===== config.mk =====
export PLATFORM = sky130hd
export DESIGN_NAME = gregorian_day_stepper_top
export DESIGN_NICKNAME = d
export VERILOG_FILES = /design/src/hdl/gds_pkg.sv /design/src/hdl/gds_date_core.sv /design/src/hdl/gregorian_day_stepper_top.sv
export SDC_FILE = /design/constraint.sdc
export NUM_CORES = 1
export LEC_CHECK = 0
export BUFFER_PORTS_ARGS = -buffer_cell sky130_fd_sc_hd__buf_2
export CORE_MARGIN = 5
export CORE_UTILIZATION = 39
export CTS_CLUSTER_SIZE = 16
export DETAILED_ROUTE_END_ITERATION = 10
export MAX_ROUTING_LAYER = met4
export PLACE_DENSITY = 0.67
export SYNTH_ARGS = -nofsm -noshare
export SYNTH_HDL_FRONTEND = slang
export SYNTH_SLANG_ARGS = --single-unit

===== constraint.sdc =====
create_clock -name clk -period 15.8 [get_ports clk]
set_input_delay 0 -clock clk [delete_from_list [all_inputs] [get_ports clk]]
set_output_delay 0 -clock clk [all_outputs]
set_load 0.05 [all_outputs]

===== src/hdl/gds_pkg.sv =====
// ----------------------------------------------------------------------------
// Gregorian day stepper package
// Command and status codes, calendar constants and shared helper functions.
// ----------------------------------------------------------------------------
package gds_pkg;

  localparam int DEFAULT_YEAR_WIDTH = 14;

  typedef enum logic [1:0] {
    CMD_LOAD = 2'd0,
    CMD_NEXT = 2'd1,
    CMD_PREV = 2'd2,
    CMD_READ = 2'd3
  } cmd_t;

  typedef enum logic [1:0] {
    STATUS_OK      = 2'd0,
    STATUS_INVALID = 2'd1,
    STATUS_RANGE   = 2'd2
  } status_t;

  localparam logic [3:0] MONTH_JAN = 4'd1;
  localparam logic [3:0] MONTH_FEB = 4'd2;
  localparam logic [3:0] MONTH_DEC = 4'd12;
  localparam logic [4:0] DAY_FIRST = 5'd1;
  localparam logic [4:0] DAY_LAST_DEC = 5'd31;

  // Odd factor of a century; a year is a multiple of 100 when it is a
  // multiple of 4 and of this factor, and of 400 when of 16 and this factor.
  localparam logic [63:0] CENTURY_ODD = 64'd25;

  // Length of a month, 1..12. Other codes are screened out by the caller.
  function automatic logic [4:0] month_len(input logic [3:0] month, input logic leap);
    logic [4:0] len;
    unique case (month)
      4'd2:                      len = leap ? 5'd29 : 5'd28;
      4'd4, 4'd6, 4'd9, 4'd11:   len = 5'd30;
      default:                   len = 5'd31;
    endcase
    return len;
  endfunction

  // Inverse of an odd number modulo 2^64, by Newton iteration. Used only to
  // build constants at elaboration.
  function automatic logic [63:0] inv_mod64(input logic [63:0] a);
    logic [63:0] x;
    x = a;
    for (int i = 0; i < 6; i++) begin
      x = x * (64'd2 - a * x);
    end
    return x;
  endfunction

endpackage


===== src/hdl/gds_date_core.sv =====
// ----------------------------------------------------------------------------
// Gregorian day stepper date core
// Next date and status for one command, from the held date and the load data.
// ----------------------------------------------------------------------------
module gds_date_core import gds_pkg::*; #(
  parameter int YEAR_WIDTH = DEFAULT_YEAR_WIDTH
) (
  input  cmd_t                  cmd,
  input  logic [4:0]            ld_day,
  input  logic [3:0]            ld_month,
  input  logic [YEAR_WIDTH-1:0] ld_year,
  input  logic [4:0]            cur_day,
  input  logic [3:0]            cur_month,
  input  logic [YEAR_WIDTH-1:0] cur_year,
  output logic [4:0]            day_next,
  output logic [3:0]            month_next,
  output logic [YEAR_WIDTH-1:0] year_next,
  output status_t               status
);

  localparam logic [63:0] YEAR_ALL = (64'd1 << YEAR_WIDTH) - 64'd1;
  localparam logic [YEAR_WIDTH-1:0] YEAR_MAX = YEAR_WIDTH'(YEAR_ALL);
  localparam logic [YEAR_WIDTH-1:0] YEAR_ONE = YEAR_WIDTH'(1);
  // A multiple of 25 times the modular inverse of 25 lands at or below this.
  localparam logic [YEAR_WIDTH-1:0] INV_ODD = YEAR_WIDTH'(inv_mod64(CENTURY_ODD));
  localparam logic [YEAR_WIDTH-1:0] LIM_ODD = YEAR_WIDTH'(YEAR_ALL / CENTURY_ODD);

  logic [YEAR_WIDTH-1:0] cur_prod, ld_prod;
  logic                  cur_leap, ld_leap;
  logic [4:0]            cur_len, prev_len, ld_len;
  logic [3:0]            prev_month;
  logic                  ld_ok;

  assign cur_prod = cur_year * INV_ODD;
  assign ld_prod  = ld_year * INV_ODD;

  // Leap: divisible by 4, and either not by 25 or also by 16.
  assign cur_leap = (cur_year[1:0] == 2'd0) && ((cur_prod > LIM_ODD) || (cur_year[3:0] == 4'd0));
  assign ld_leap  = (ld_year[1:0] == 2'd0) && ((ld_prod > LIM_ODD) || (ld_year[3:0] == 4'd0));

  assign prev_month = cur_month - 4'd1;
  assign cur_len    = month_len(cur_month, cur_leap);
  assign prev_len   = month_len(prev_month, cur_leap);
  assign ld_len     = month_len(ld_month, ld_leap);

  assign ld_ok = (ld_year != '0) && (ld_month != 4'd0) && (ld_month <= MONTH_DEC) &&
                 (ld_day != 5'd0) && (ld_day <= ld_len);

  always_comb begin
    day_next   = cur_day;
    month_next = cur_month;
    year_next  = cur_year;
    status     = STATUS_OK;
    unique case (cmd)
      CMD_LOAD: begin
        if (ld_ok) begin
          day_next   = ld_day;
          month_next = ld_month;
          year_next  = ld_year;
        end else begin
          status = STATUS_INVALID;
        end
      end
      CMD_NEXT: begin
        priority if (cur_day < cur_len) begin
          day_next = cur_day + 5'd1;
        end else if (cur_month < MONTH_DEC) begin
          day_next   = DAY_FIRST;
          month_next = cur_month + 4'd1;
        end else if (cur_year != YEAR_MAX) begin
          day_next   = DAY_FIRST;
          month_next = MONTH_JAN;
          year_next  = cur_year + YEAR_ONE;
        end else begin
          status = STATUS_RANGE;
        end
      end
      CMD_PREV: begin
        priority if (cur_day > DAY_FIRST) begin
          day_next = cur_day - 5'd1;
        end else if (cur_month > MONTH_JAN) begin
          month_next = prev_month;
          day_next   = prev_len;
        end else if (cur_year > YEAR_ONE) begin
          year_next  = cur_year - YEAR_ONE;
          month_next = MONTH_DEC;
          day_next   = DAY_LAST_DEC;
        end else begin
          status = STATUS_RANGE;
        end
      end
      CMD_READ: begin
        status = STATUS_OK;
      end
    endcase
  end

endmodule


===== src/hdl/gregorian_day_stepper_top.sv =====
// A command taken into the input stage moves into the result register once
// that register is empty or its result is being taken, and is offered there.
// Throughput: one command per cycle while m_tready is high.
// Reset: synchronous, active-high rst empties both stages and sets the date
// to 1 January of year 1. No clearing pass is needed after reset.
// ----------------------------------------------------------------------------
// Gregorian day stepper top level
// Holds a Gregorian date and applies load, next day, previous day or read
// commands, returning the date and a status for every command.
// ----------------------------------------------------------------------------
module gregorian_day_stepper_top import gds_pkg::*; #(
  parameter int YEAR_WIDTH = DEFAULT_YEAR_WIDTH,
  localparam int DATA_W = ((9 + YEAR_WIDTH + 7) / 8) * 8
) (
  input  logic              clk,
  input  logic              rst,
  input  logic              s_tvalid,
  output logic              s_tready,
  input  logic [DATA_W-1:0] s_tdata,   // load_day, load_month, load_year, zero pad
  input  logic [1:0]        s_tuser,   // command
  output logic              m_tvalid,
  input  logic              m_tready,
  output logic [DATA_W-1:0] m_tdata,   // day_out, month_out, year_out, zero pad
  output logic [1:0]        m_tuser    // status
);

  localparam int PAD_W = DATA_W - 9 - YEAR_WIDTH;

  // Input stage: one command waits here until the result register is free.
  logic                  in_valid;
  cmd_t                  in_cmd;
  logic [4:0]            in_day;
  logic [3:0]            in_month;
  logic [YEAR_WIDTH-1:0] in_year;

  // Result register.
  logic                  out_valid;
  logic [4:0]            out_day;
  logic [3:0]            out_month;
  logic [YEAR_WIDTH-1:0] out_year;
  status_t               out_status;

  // The held date. It is updated in the same cycle the command moves into the
  // result register, so the next command sees the new date straight away.
  logic [4:0]            cur_day;
  logic [3:0]            cur_month;
  logic [YEAR_WIDTH-1:0] cur_year;

  logic [4:0]            day_next;
  logic [3:0]            month_next;
  logic [YEAR_WIDTH-1:0] year_next;
  status_t               status_next;

  logic                  advance;

  // A command leaves the input stage whenever the result register is empty or
  // its result is being taken in this cycle.
  assign advance  = in_valid && (!out_valid || m_tready);
  assign s_tready = !in_valid || advance;

  always_ff @(posedge clk) begin
    if (rst) begin
      in_valid <= 1'b0;
    end else if (s_tready) begin
      in_valid <= s_tvalid;
    end
  end

  always_ff @(posedge clk) begin
    if (s_tready && s_tvalid) begin
      in_cmd   <= cmd_t'(s_tuser);
      in_day   <= s_tdata[4:0];
      in_month <= s_tdata[8:5];
      in_year  <= s_tdata[9 +: YEAR_WIDTH];
    end
  end

  gds_date_core #(
    .YEAR_WIDTH (YEAR_WIDTH)
  ) u_core (
    .cmd        (in_cmd),
    .ld_day     (in_day),
    .ld_month   (in_month),
    .ld_year    (in_year),
    .cur_day    (cur_day),
    .cur_month  (cur_month),
    .cur_year   (cur_year),
    .day_next   (day_next),
    .month_next (month_next),
    .year_next  (year_next),
    .status     (status_next)
  );

  always_ff @(posedge clk) begin
    if (rst) begin
      cur_day   <= DAY_FIRST;
      cur_month <= MONTH_JAN;
      cur_year  <= YEAR_WIDTH'(1);
    end else if (advance) begin
      cur_day   <= day_next;
      cur_month <= month_next;
      cur_year  <= year_next;
    end
  end

  always_ff @(posedge clk) begin
    if (rst) begin
      out_valid <= 1'b0;
    end else if (advance) begin
      out_valid <= 1'b1;
    end else if (m_tready) begin
      out_valid <= 1'b0;
    end
  end

  always_ff @(posedge clk) begin
    if (advance) begin
      out_day    <= day_next;
      out_month  <= month_next;
      out_year   <= year_next;
      out_status <= status_next;
    end
  end

  assign m_tvalid = out_valid;
  assign m_tdata  = {{PAD_W{1'b0}}, out_year, out_month, out_day};
  assign m_tuser  = out_status;

endmodule


==> results.md, run 1 <==
- Run status: complete, no violations
- DP Wirelength: between 15 and 20 mm
- Synth warnings: 0
- Critical Path RT: around 16 ns
- Top cells by count, synth: 99 x inv_1, 93 x ha_1, 58 x nor2_1
- H-tree depth: 3
- Peak VDD IR: 0.0695 mV
- Worst-margin pin slew: ~1.0 ns
- Relative slew margins: between 30% and 40%
- Synth unique cells: approximately 80
- Cells after Synth: roughly 860
- Post-Route WL: 21.5 mm
- Post-synthesis instance area: between 7000 and 8000 µm²
- Vias in the first global route: 6531
- Worst-Skew Late Latency: between 0.3 and 0.4 ns
- Synthesized Nets: 1008
- Met3 WL: 1.86 mm
- Most frequent CP cell: ha_1
- Fmax: 145 MHz
- CORE AREA: 18800 µm²
- Flops & latches, synth: 75
- Most used DFF post-synth: edfxtp_1
- CP bufs+invs: 5
- Layout area overhead: 13.8%
- CTS resizes: 0
- Routed wl met2: 10.0 mm
- Num rows: 50
- Final core occ: a little under half
- Clock Skews: about 0.012 ns
- Max-cap violations: 0
- Critical path class: flop to flop
- Clk slew on worst S/H paths: around 0.070 ns
- Area leader, netlist: edfxtp_1
- Drt initial violations: between 700 and 800
- RePlAce Congestion: between 0.9 and 1
- Nets@finish: approximately 1100
- Pint: 463 µW
- Startpoint Class: flop
- Ports: slightly below 60
- Slowest cell on crit path: a211oi_1
- Period utilization: ~44%
- Sw Pwr: between 200 and 300 µW
- Top cell type's share of synthesized area: between 20 and 25%
- Worst Hold Margin: 0.0495 ns
- Power share of the combinational group: 40.0%
- Drt drc: 0
- Minimum clock period: just under 7 ns
- Largest fanout on the critical path: 12
- Pin count of the biggest net entering global routing: 33
- Initial antenna violation count: 0
- Total CTS buffers: 9
- HP Class: input port to flop
- Unrepaired setup endpoints after global routing: no
- Via count: roughly 7000
- CTS tree: built
- Die ar.: between 20000 and 25000 µm²
- Routed met1 length: ~9.3 mm
- Initial Util: 39.8%
- Power per cell area: 88.3 nW/µm²
- Global route overflow: 0
- Reg power frac: around 33%
- Fin. Hold Viols: 0
- Drt first pass iters: 6
- Total global-route track usage: between 20 and 25%
- Clk pwr share: a little over a quarter
- Clock Tree Buf Depth: 2
- First-pass GRT wire length: ~35 mm
- EDFF count, synth: 50
- CP max stage delay: 0.79 ns
- Switching part of the total: 38.5%
- Port Buf Inserts: 55
- Most frequent cell after synthesis: inv_1
- Postcts setup bufs: 0
- Crit end category: flop
- Vias per cell: around 6
- Post-Route Setup TNS: 0 ns
- Clk sink count: 75
- ANT nets after route: 0
- Ant. Diodes: 0
- Pleak: 0.00361 µW
- Synth top area cells: edfxtp_1 20%, ha_1 16%, dfxtp_1 6.7%, fa_1 5.9%, inv_1 5.0%
- Final Setup Violations: 0
- Register area share after synthesis: a little over a quarter
- Slew Viols, Final: 0
- DIE HEIGHT: approximately 150 µm
- CTS Root Cell: clkbuf_16
- Syn avg cell area: 8.68 µm²
- Share of layout cells above drive strength 1: 9.96%
- Ys async rst share: 0%
- WL/cell: between 15 and 20 µm
- Highest Signal Layer: met4
- Die X: 149 µm
- Critical path arrival: 7.08 ns
- Top delay family on crit path: compound AO/OA/AOI/OAI gates
metal layers:
| layer | up-vias | global-route usage, % |
|---|---|---|
| met5 | - | - |
| met4 | 0 | 5.82 |
| met3 | 39 | 3.17 |
| met2 | 347 | 31.3 |
| met1 | 3297 | 27.5 |
| li1 | 3295 | - |
cell type report:
cell class / instances / area, µm²
fill: 1849 / 10300
multi-input combinational: 644 / 4940
sequential: 75 / 2000
timing repair buffer: 88 / 593
inverter: 101 / 379
tap: 260 / 325
clock buffer: 9 / 225
clock inverter: 7 / 65.1
registers in the layout, indices dropped and copies added (netlist names):
name       cells
in_month       4
out_year      14
m_tuser        2
in_day         5
cur_month      4
cur_day        5
m_tvalid       1
in_valid       1
in_cmd         2
out_month      4
out_day        5
cur_year      14
in_year       14
logic make-up after synthesis:
family | synth area share [%]
compound gates | 22.9
simple gates | 15.6
buf+inv | 7.43
fa+ha+maj | 21.4
flops | 26.7
xor+xnor | 4.94
mux | 0.935
other cells | 0.0501
path summary, 6_finish.rpt:
check	startpoint	end	slack, ns	depth (start not counted)
worst max-delay path	in_year[3]$_DFFE_PP_	out_day[2]$_DFFE_PP_	8.89	27
worst min-delay path	rst	in_valid$_SDFFE_PP0N_	0.05	2
worst max register to register	in_year[3]$_DFFE_PP_	out_day[2]$_DFFE_PP_	8.89	27
worst min register to register	in_valid$_SDFFE_PP0N_	m_tvalid$_SDFFE_PP0P_	0.54	2
power by group through the flow:
stage	Combinational, µW	Sequential (µW)	Clock (µW)
finish	301	247	205
global placement	290	250	0
floorplan	226	253	0
global route	340	249	216
detailed placement	295	250	0
CTS	302	246	211
stage by stage:
| stage | total power, µW | worst slack [ns] | std cells | cell area, µm² |
|---|---|---|---|---|
| finish | 753 | 8.89 | 1184 | 8530 |
| global route | 805 | 8.37 | 1184 | 8530 |
| CTS | 759 | 8.92 | 1184 | 8530 |
| detailed placement | 545 | 8.92 | 1140 | 7960 |
| global placement | 540 | 9.03 | 1140 | 7960 |
| floorplan | 478 | 10.13 | 863 | 7490 |
placed cells by master (no fill, tap or decap), types with 5 or more instances in the layout:
cell and count:
and2_1 9, mux2i_1 7, o211ai_1 6, dfxtp_1 25
nand4_1 15, o21ai_0 49, nor3_1 32, nand2b_1 6
o31ai_1 7, xnor2_1 28, nor4_1 10, buf_2 55
ha_1 93, a211oi_1 9, or4_1 6, o22a_1 5
inv_1 99, edfxtp_1 50, o221ai_1 5, nand3_1 24
fa_1 22, a31oi_1 15, buf_4 5, nand2_1 36
clkbuf_16 9, and3_1 7, a21oi_1 56, o22ai_1 16
o21a_1 12, dlygate4sd3_1 28, xor2_1 9, o21ai_1 5
nor2_1 56
timing repair:
action                                  in CTS  in global routing
endpoints found under the setup margin       0                  0
hold buffers                                28                  0
endpoints found under the hold margin       27                  0
(Power assumes the default switching activity.)
==> run 2, diff against run 1 <==
ABC_AREA = 1   (was not set)
clock period = 6.8 ns   (was 15.8 ns; I/O delays follow)
==> run 2 against run 1 <==
Against the previous run:
- cell area grew 2.2%
- count of clock-buffer cells in the layout rose by 1
- hold slack gained 0.31 ns
- critical path depth increased by 3
- sequential share of layout area decreased by 0.51 points
- critical endpoint is now out_year[6]$_DFFE_PP_
- largest cell class unchanged
==> results.md, run 2 <==
- Ant. Diodes: 0 (unchanged)
- Final std cells w/o fill: 1369 (was 1184)
- Worst min-delay path startpoint: s_tdata[3] (was rst)
- Synthesized Nets: 1178 (was 1008)
- Cells after Synth: 1033 (was 863)
- CP max stage delay: 0.51 ns (was 0.79 ns)
- Registers with the most flip-flops: cur_year x14, in_year x14, out_year x14 (unchanged)
- Run status: complete, no violations (unchanged)
- DIE HEIGHT: 150 µm (was 149 µm)
- Clock Tree Buf Depth: 2 (unchanged)
- Global route overflow: 0 (unchanged)
- Clk sink count: 75 (unchanged)
- Port Buf Inserts: 55 (unchanged)
- Slowest cell on crit path: edfxtp_1 (was a211oi_1)
- CORE AREA: 19400 µm² (was 18800 µm²)
- CTS Root Cell: clkbuf_16 (unchanged)
- WL/cell: 14.0 µm (was 18.2 µm)
- Worst reg2reg path depth: 30 (was 27)
- CTS resizes: 0 (unchanged)
- Register-to-register setup slack: 0.84 ns (was 8.89 ns)
- First-pass GRT wire length: 32.1 mm (was 35.0 mm)
- Minimum clock period: 5.96 ns (was 6.91 ns)
- Area leader, netlist: edfxtp_1 (unchanged)
- Critical Path RT: 6.91 ns (was 15.97 ns)
- Flops & latches, synth: 75 (unchanged)
- Fin. Hold Viols: 0 (unchanged)
- Worst-margin pin slew: 1.03 ns (about the same)
- H-tree depth: 3 (unchanged)
- Synth unique cells: 48 (was 81)
- Unrepaired setup endpoints after global routing: no (unchanged)
- Total global-route track usage: 18.0% (was 20.2%)
- Crit end category: flop (unchanged)
- Period utilization: 87.7% (was 43.7%)
- Top cells by count, synth: 185 x nand2_1, 168 x inv_1, 98 x nand3_1 (was 99 x inv_1, 93 x ha_1, 58 x nor2_1)
- Synth warnings: 0 (unchanged)
- Reg power frac: 32.2% (was 32.8%)
- Most common cell after layout, fill and taps aside: nand2_1 (was inv_1)
- Clk pwr share: 27.0% (was 27.2%)
- Post-Route WL: 19.2 mm (was 21.5 mm)
- Most frequent cell after synthesis: nand2_1 (was inv_1)
- Syn avg cell area: 7.43 µm² (was 8.68 µm²)
- Largest fanout on the critical path: 41 (was 12)
- Most used DFF post-synth: edfxtp_1 (unchanged)
- CTS tree: built (unchanged)
- Initial antenna violation count: 0 (unchanged)
- Drt first pass iters: 5 (was 6)
- RR Endpoint: out_year[6]$_DFFE_PP_ (was out_day[2]$_DFFE_PP_)
- Total CTS buffers: 9 (unchanged)
- Register area share after synthesis: 26.1% (was 26.7%)
- Layout area overhead: 13.6% (was 13.8%)
- Fmax: 168 MHz (was 145 MHz)
- Switching part of the total: 38.8% (was 38.5%)
- HP Class: input port to flop (unchanged)
- DP Wirelength: 14.2 mm (was 15.5 mm)
- Worst-Skew Late Latency: 0.35 ns (about the same)
- Post-Route Setup TNS: 0 ns (unchanged)
- Vias per cell: 5.08 (was 5.89)
- Initial Util: 39.5% (was 39.8%)
- Drt drc: 0 (unchanged)
- Power per cell area: 203 nW/µm² (was 88.3 nW/µm²)
- Die X: 150 µm (was 149 µm)
- Peak VDD IR: 0.126 mV (was 0.0695 mV)
- Clock Skews: 0.00796 ns (was 0.0118 ns)
- Pin count of the biggest net entering global routing: 67 (was 33)
- Post-synthesis instance area: 7670 µm² (was 7490 µm²)
- Drt initial violations: 465 (was 749)
- Ys async rst share: 0% (unchanged)
- RR Startpoint: in_year[3]$_DFFE_PP_ (unchanged)
- Slew Viols, Final: 0 (unchanged)
- Critical path arrival: 6.07 ns (was 7.08 ns)
- Placed insts: 1323 (was 1140)
- ANT nets after route: 0 (unchanged)
- Critical path class: flop to flop (unchanged)
- Top cell type's share of synthesized area: 19.6% (was 20.0%)
- Num rows: 51 (was 50)
- Pint: 1080 µW (was 463 µW)
- Die ar.: 22600 µm² (was 22100 µm²)
- Hold Path End: in_day[3]$_DFFE_PP_ (was in_valid$_SDFFE_PP0N_)
- Relative slew margins: 31.3% (was 31.1%)
- Commonest non-fill, non-tap cells in the layout: 185 x nand2_1, 167 x inv_1, 98 x nand3_1, 93 x ha_1, 90 x o21ai_0 (was 99 x inv_1, 93 x ha_1, 56 x nor2_1, 56 x a21oi_1, 55 x buf_2)
- Ports: 58 (unchanged)
- Nets@finish: 1244 (was 1064)
- Vias in the first global route: 6538 (was 6531)
- Clk slew on worst S/H paths: 0.06 ns (was 0.07 ns)
- Fillers: 1959 (was 1849)
- Final Setup Violations: 0 (unchanged)
- Pleak: 0.00417 µW (was 0.00361 µW)
- Synth top area cells: edfxtp_1 20%, ha_1 15%, nand2_1 9.1%, inv_1 8.2%, dfxtp_1 6.5% (was edfxtp_1 20%, ha_1 16%, dfxtp_1 6.7%, fa_1 5.9%, inv_1 5.0%)
- Sw Pwr: 686 µW (was 290 µW)
- Hold path depth: 2 (unchanged)
- Share of layout cells above drive strength 1: 10.9% (was 9.96%)
- Max-cap violations: 0 (unchanged)
- Power share of the combinational group: 40.8% (was 40.0%)
- Startpoint Class: flop (unchanged)
- Via count: 6949 (was 6978)
- EDFF count, synth: 50 (unchanged)
- RePlAce Congestion: 0.952 (was 0.928)
[run 2: cell count changes after synthesis, moves of 15 or more]
cell	before	now
nand2_1	36	185
nand3_1	24	98
inv_1	99	168
o21ai_0	49	90
clkbuf_1	34	18
a21oi_2	0	15
[run 2: per-stage QoR]
stage,power (µW),util (%),hold slack [ns],instance area [µm²],worst slack (ns)
after global routing,1920,44.9,0.359,8710,0.465
after global placement,1270,41.9,0.177,8120,0.944
final,1770,44.9,0.362,8710,0.837
after CTS,1780,44.9,0.348,8710,0.845
after detailed placement,1290,41.9,0.178,8120,0.862
after floorplan,1130,-,0.0691,7670,1.72
[run 2: how the worst max path moves through the flow]
stage | startpoint | end | depth (start not counted)
after floorplan | in_year[0]$_DFFE_PP_ | out_year[1]$_DFFE_PP_ | 25
after global placement | in_year[3]$_DFFE_PP_ | out_year[6]$_DFFE_PP_ | 30
after detailed placement | in_year[3]$_DFFE_PP_ | out_year[6]$_DFFE_PP_ | 30
after CTS | in_year[3]$_DFFE_PP_ | out_year[6]$_DFFE_PP_ | 30
after global routing | in_year[3]$_DFFE_PP_ | out_year[6]$_DFFE_PP_ | 29
final | in_year[3]$_DFFE_PP_ | out_year[6]$_DFFE_PP_ | 30
[run 2: final cells by class]
class | instances | area (µm²) | area share (%)
clock buffer | 10 | 229 | 2.63
clock inverter | 6 | 65.1 | 0.747
inverter | 183 | 692 | 7.94
multi-input combinational | 741 | 4790 | 55.0
sequential | 75 | 2000 | 23.0
tap | 265 | 332 | 3.80
timing repair buffer | 89 | 606 | 6.95
[run 2: power by group through the flow]
stage	combinational (µW)	sequential, µW	clock, µW
after floorplan	540	592	0
after global placement	690	578	0
after detailed placement	707	579	0
after CTS	726	569	489
after global routing	833	575	510
final	722	570	478
[run 2: layer usage]
| metal | track usage, % | up-vias | part of all wire, % | routed length [µm] |
|---|---|---|---|---|
| met3 | 3.85 | 28 | 6.6 | 1270 |
| met5 | - | - | 0 | 0 |
| met2 | 26.9 | 201 | 45 | 8540 |
| met4 | 5.72 | 0 | 2.2 | 422 |
| met1 | 24.6 | 3170 | 47 | 8910 |
| li1 | - | 3550 | - | - |
[run 2: worst max-delay path, delay by kind of cell, from the launching register on]
family	cells	cell delay, ns
AOI/OAI and AO/OA	8	1.35
DFF	1	0.51
and+or+nand+nor	8	0.77
adders and majority gates	7	2.20
xor gates and xnor gates	1	0.12
buffers and inverters	6	0.79
[run 2: kinds of logic after synthesis]
family | synth area share [%]
buf+inv | 11.5
xor+xnor | 4.21
compound gates | 14.0
flops | 26.1
simple gates | 23.2
fa+ha+maj | 20.9
other cells | 0.0489
[run 2: repair_timing]
| action | 4_1_cts | 5_1_grt |
|---|---|---|
| hold buffers | 30 | 0 |
| endpoints found under the setup margin | 0 | 0 |
| buffers inserted | 0 | 0 |
| endpoints found under the hold margin | 30 | 0 |
==> run 3, diff against run 2 <==
--- a/config.mk
+++ b/config.mk
@@ -10,3 +10,3 @@
 export CORE_MARGIN = 5
-export CORE_UTILIZATION = 39
+export CORE_UTILIZATION = 40
 export CTS_CLUSTER_SIZE = 16
@@ -14,3 +14,3 @@
 export MAX_ROUTING_LAYER = met4
-export PLACE_DENSITY = 0.67
+export PLACE_DENSITY = 0.68
 export SYNTH_ARGS = -nofsm -noshare
--- a/constraint.sdc
+++ b/constraint.sdc
@@ -3,2 +3,2 @@
 set_output_delay 0 -clock clk [all_outputs]
-set_load 0.05 [all_outputs]
+set_load 0.02 [all_outputs]
==> run 3 against run 2 <==
Against the previous run:
- power fell by 3.2%
- die area decreased by 2.3%
- count of clock-buffer cells in the layout increased by 1
- cell count fell by 2.1%
- wire length rose by 1.8%
- setup slack got worse by 0.16 ns
- sequential power hardly changed
- core utilization grew 1.3 points
- clock power fell by 7.5%
- flip-flop and latch count did not move
- largest cell class unchanged
==> results.md, run 3 (synthesized netlist as in run 2, its figures left out) <==
- RePlAce Congestion: 0.952 (about the same)
- Commonest non-fill, non-tap cells in the layout: 185 x nand2_1, 167 x inv_1, 98 x nand3_1, 93 x ha_1, 90 x o21ai_0 (unchanged)
- First-pass GRT wire length: 32.0 mm (was 32.1 mm)
- Placed cell areas: 8100 µm² (was 8120 µm²)
- Registers with the most flip-flops: cur_year x14, in_year x14, out_year x14 (unchanged)
- WL/cell: 14.6 µm (was 14.0 µm)
- Period utilization: 90.0% (was 87.7%)
- GRT met1 Usage: 25.8% (was 24.6%)
- Clock Skews: 0.00783 ns (was 0.00796 ns)
- Initial Util: 40.9% (was 39.5%)
- Switching part of the total: 38.4% (was 38.8%)
- Power share of the combinational group: 41.0% (was 40.8%)
- Run status: complete, no violations (unchanged)
- Met2 usage: 27.1% (was 26.9%)
- Drt drc: 0 (unchanged)
- ANT nets after route: 0 (unchanged)
- CTS tree: built (unchanged)
- Share of layout cells above drive strength 1: 11.0% (was 10.9%)
- Worst-Skew Late Latency: 0.35 ns (about the same)
- Die X: 148 µm (was 150 µm)
- Clk pwr share: 25.8% (was 27.0%)
- Final Setup Violations: 0 (unchanged)
- Total global-route track usage: 18.5% (was 18.0%)
- Fin worst setup slack: 0.680 ns (was 0.837 ns)
- Startpoint Class: flop (unchanged)
- Clk slew on worst S/H paths: 0.06 ns (about the same)
- CTS Root Cell: clkbuf_16 (unchanged)
- Postcts setup bufs: 0 (unchanged)
- Slew Viols, Final: 0 (unchanged)
- Post-Route Setup TNS: 0 ns (unchanged)
- Num rows: 50 (was 51)
- Fmax: 163 MHz (was 168 MHz)
- Most common cell after layout, fill and taps aside: nand2_1 (unchanged)
- Ant. Diodes: 0 (unchanged)
- Drt initial violations: 603 (was 465)
- Vias in the first global route: 6371 (was 6538)
- Initial antenna violation count: 0 (unchanged)
- Minimum clock period: 6.12 ns (was 5.96 ns)
- Pint: 1050 µW (was 1080 µW)
- Largest fanout on the critical path: 16 (was 41)
- Fin. Hold Viols: 0 (unchanged)
- Sw Pwr: 657 µW (was 686 µW)
- Die ar.: 22000 µm² (was 22600 µm²)
- H-tree depth: 3 (unchanged)
- Critical path arrival: 6.23 ns (was 6.07 ns)
- Peak VDD IR: 0.159 mV (was 0.126 mV)
- Total CTS buffers: 9 (unchanged)
- Port Buf Inserts: 55 (unchanged)
- Pin count of the biggest net entering global routing: 68 (was 67)
- Post-Route WL: 19.5 mm (was 19.2 mm)
- Critical Path RT: 6.91 ns (about the same)
- Clk sink count: 75 (unchanged)
- Ports: 58 (unchanged)
- Fin area: 8670 µm² (was 8710 µm²)
- Worst-margin pin slew: 0.993 ns (was 1.03 ns)
- Placement Setup Slack: 0.784 ns (was 0.862 ns)
- Crit end category: flop (unchanged)
- DIE HEIGHT: 148 µm (was 150 µm)
- Max-cap violations: 0 (unchanged)
- HP Class: input port to flop (unchanged)
- CORE AREA: 18800 µm² (was 19400 µm²)
- Relative slew margins: 33.5% (was 31.3%)
- Unrepaired setup endpoints after global routing: no (unchanged)
- Power per cell area: 197 nW/µm² (was 203 nW/µm²)
- Met3 Resource Use GR: 2.89% (was 3.85%)
- Via count: 6961 (was 6949)
- Nets@finish: 1246 (was 1244)
- Pleak: 0.00416 µW (was 0.00417 µW)
- Critical path class: flop to flop (unchanged)
- Vias per cell: 5.19 (was 5.08)
- Grt peak-use layer: met2 (unchanged)
- Clock Tree Buf Depth: 2 (unchanged)
- Global route overflow: 0 (unchanged)
- DP Wirelength: 14.5 mm (was 14.2 mm)
- Drt first pass iters: 5 (unchanged)
- Reg power frac: 33.2% (was 32.2%)
- Layout area overhead: 13.0% (was 13.6%)
==> run 3: changes by cell type in the layout (fill, tap and decap cells not counted) <==
| cell | change |
|---|---|
| buf_4 | +2 |
| bufinv_16 | -1 |
| clkbuf_8 | +1 |
| clkinv_2 | +1 |
| clkinv_4 | -1 |
| clkinvlp_4 | +1 |
| inv_6 | -1 |
==> run 3: final timing paths <==
| check | depth (start not counted) | slack, ns | start | end |
|---|---|---|---|---|
| setup / recovery | 26 | 0.68 | in_year[0]$_DFFE_PP_ | out_year[7]$_DFFE_PP_ |
| hold / removal | 2 | 0.36 | s_tdata[22] | in_year[13]$_DFFE_PP_ |
| setup reg to reg | 26 | 0.68 | in_year[0]$_DFFE_PP_ | out_year[7]$_DFFE_PP_ |
| hold reg to reg | 2 | 0.64 | cur_day[3]$_SDFFE_PP0P_ | cur_day[3]$_SDFFE_PP0P_ |
==> run 3: final cells by class <==
class,count,area (µm²)
Fill cell,1880,10100
Multi-Input combinational cell,741,4790
Sequential cell,75,2000
Inverter,183,692
Timing Repair Buffer,91,621
Tap cell,234,293
Clock buffer,11,243
Clock inverter,5,30.0
==> run 3: timing repair <==
item,in CTS,in global routing
resized for setup,0,0
hold buffers,30,0
hold endpoints to repair,30,0
==> run 3: per-layer routing <==
layer  vias to the layer above  wire, µm  part of all wire (%)
li1                       3555         -                     -
met5                         -         0                     0
met1                      3162      9160                    47
met4                         0       499                   2.6
met3                        31      1300                   6.7
met2                       213      8540                    44
==> run 3: worst max-delay path: stages, from the launching register on <==
cell	delay, ns
edfxtp_1	0.51
fa_1	0.52
ha_1	0.29
ha_1	0.28
inv_1	0.05
fa_1	0.50
fa_1	0.47
xnor2_1	0.25
xnor2_1	0.17
xnor2_1	0.15
xor2_1	0.15
inv_1	0.06
nand2_1	0.06
nand2_1	0.04
o21ai_0	0.22
a21oi_1	0.11
ha_1	0.28
a21oi_1	0.05
o2111ai_1	0.08
nand3_1	0.46
buf_4	0.37
o21ai_0	0.27
a21oi_1	0.07
nor3_1	0.22
nand2_1	0.10
nand2_1	0.09
inv_1	0.04
==> run 3: stage by stage <==
step | total power, µW | hold slack [ns] | utilization (%) | instances
6_report | 1710 | 0.360 | 46.2 | 1340
5_1_grt | 1850 | 0.355 | 46.2 | 1340
4_1_cts | 1730 | 0.343 | 46.2 | 1340
3_3_place_gp | 1250 | 0.177 | 43.1 | 1294
2_1_floorplan | 1110 | 0.0691 | - | 1033
3_5_place_dp | 1260 | 0.178 | 43.1 | 1294
==> run 3: power groups by stage <==
stage,logic [µW],registers [µW],clock network (µW)
after global routing,809,573,472
after global placement,671,577,0
final,702,568,442
after floorplan,539,569,0
after detailed placement,687,577,0
after CTS,706,568,452
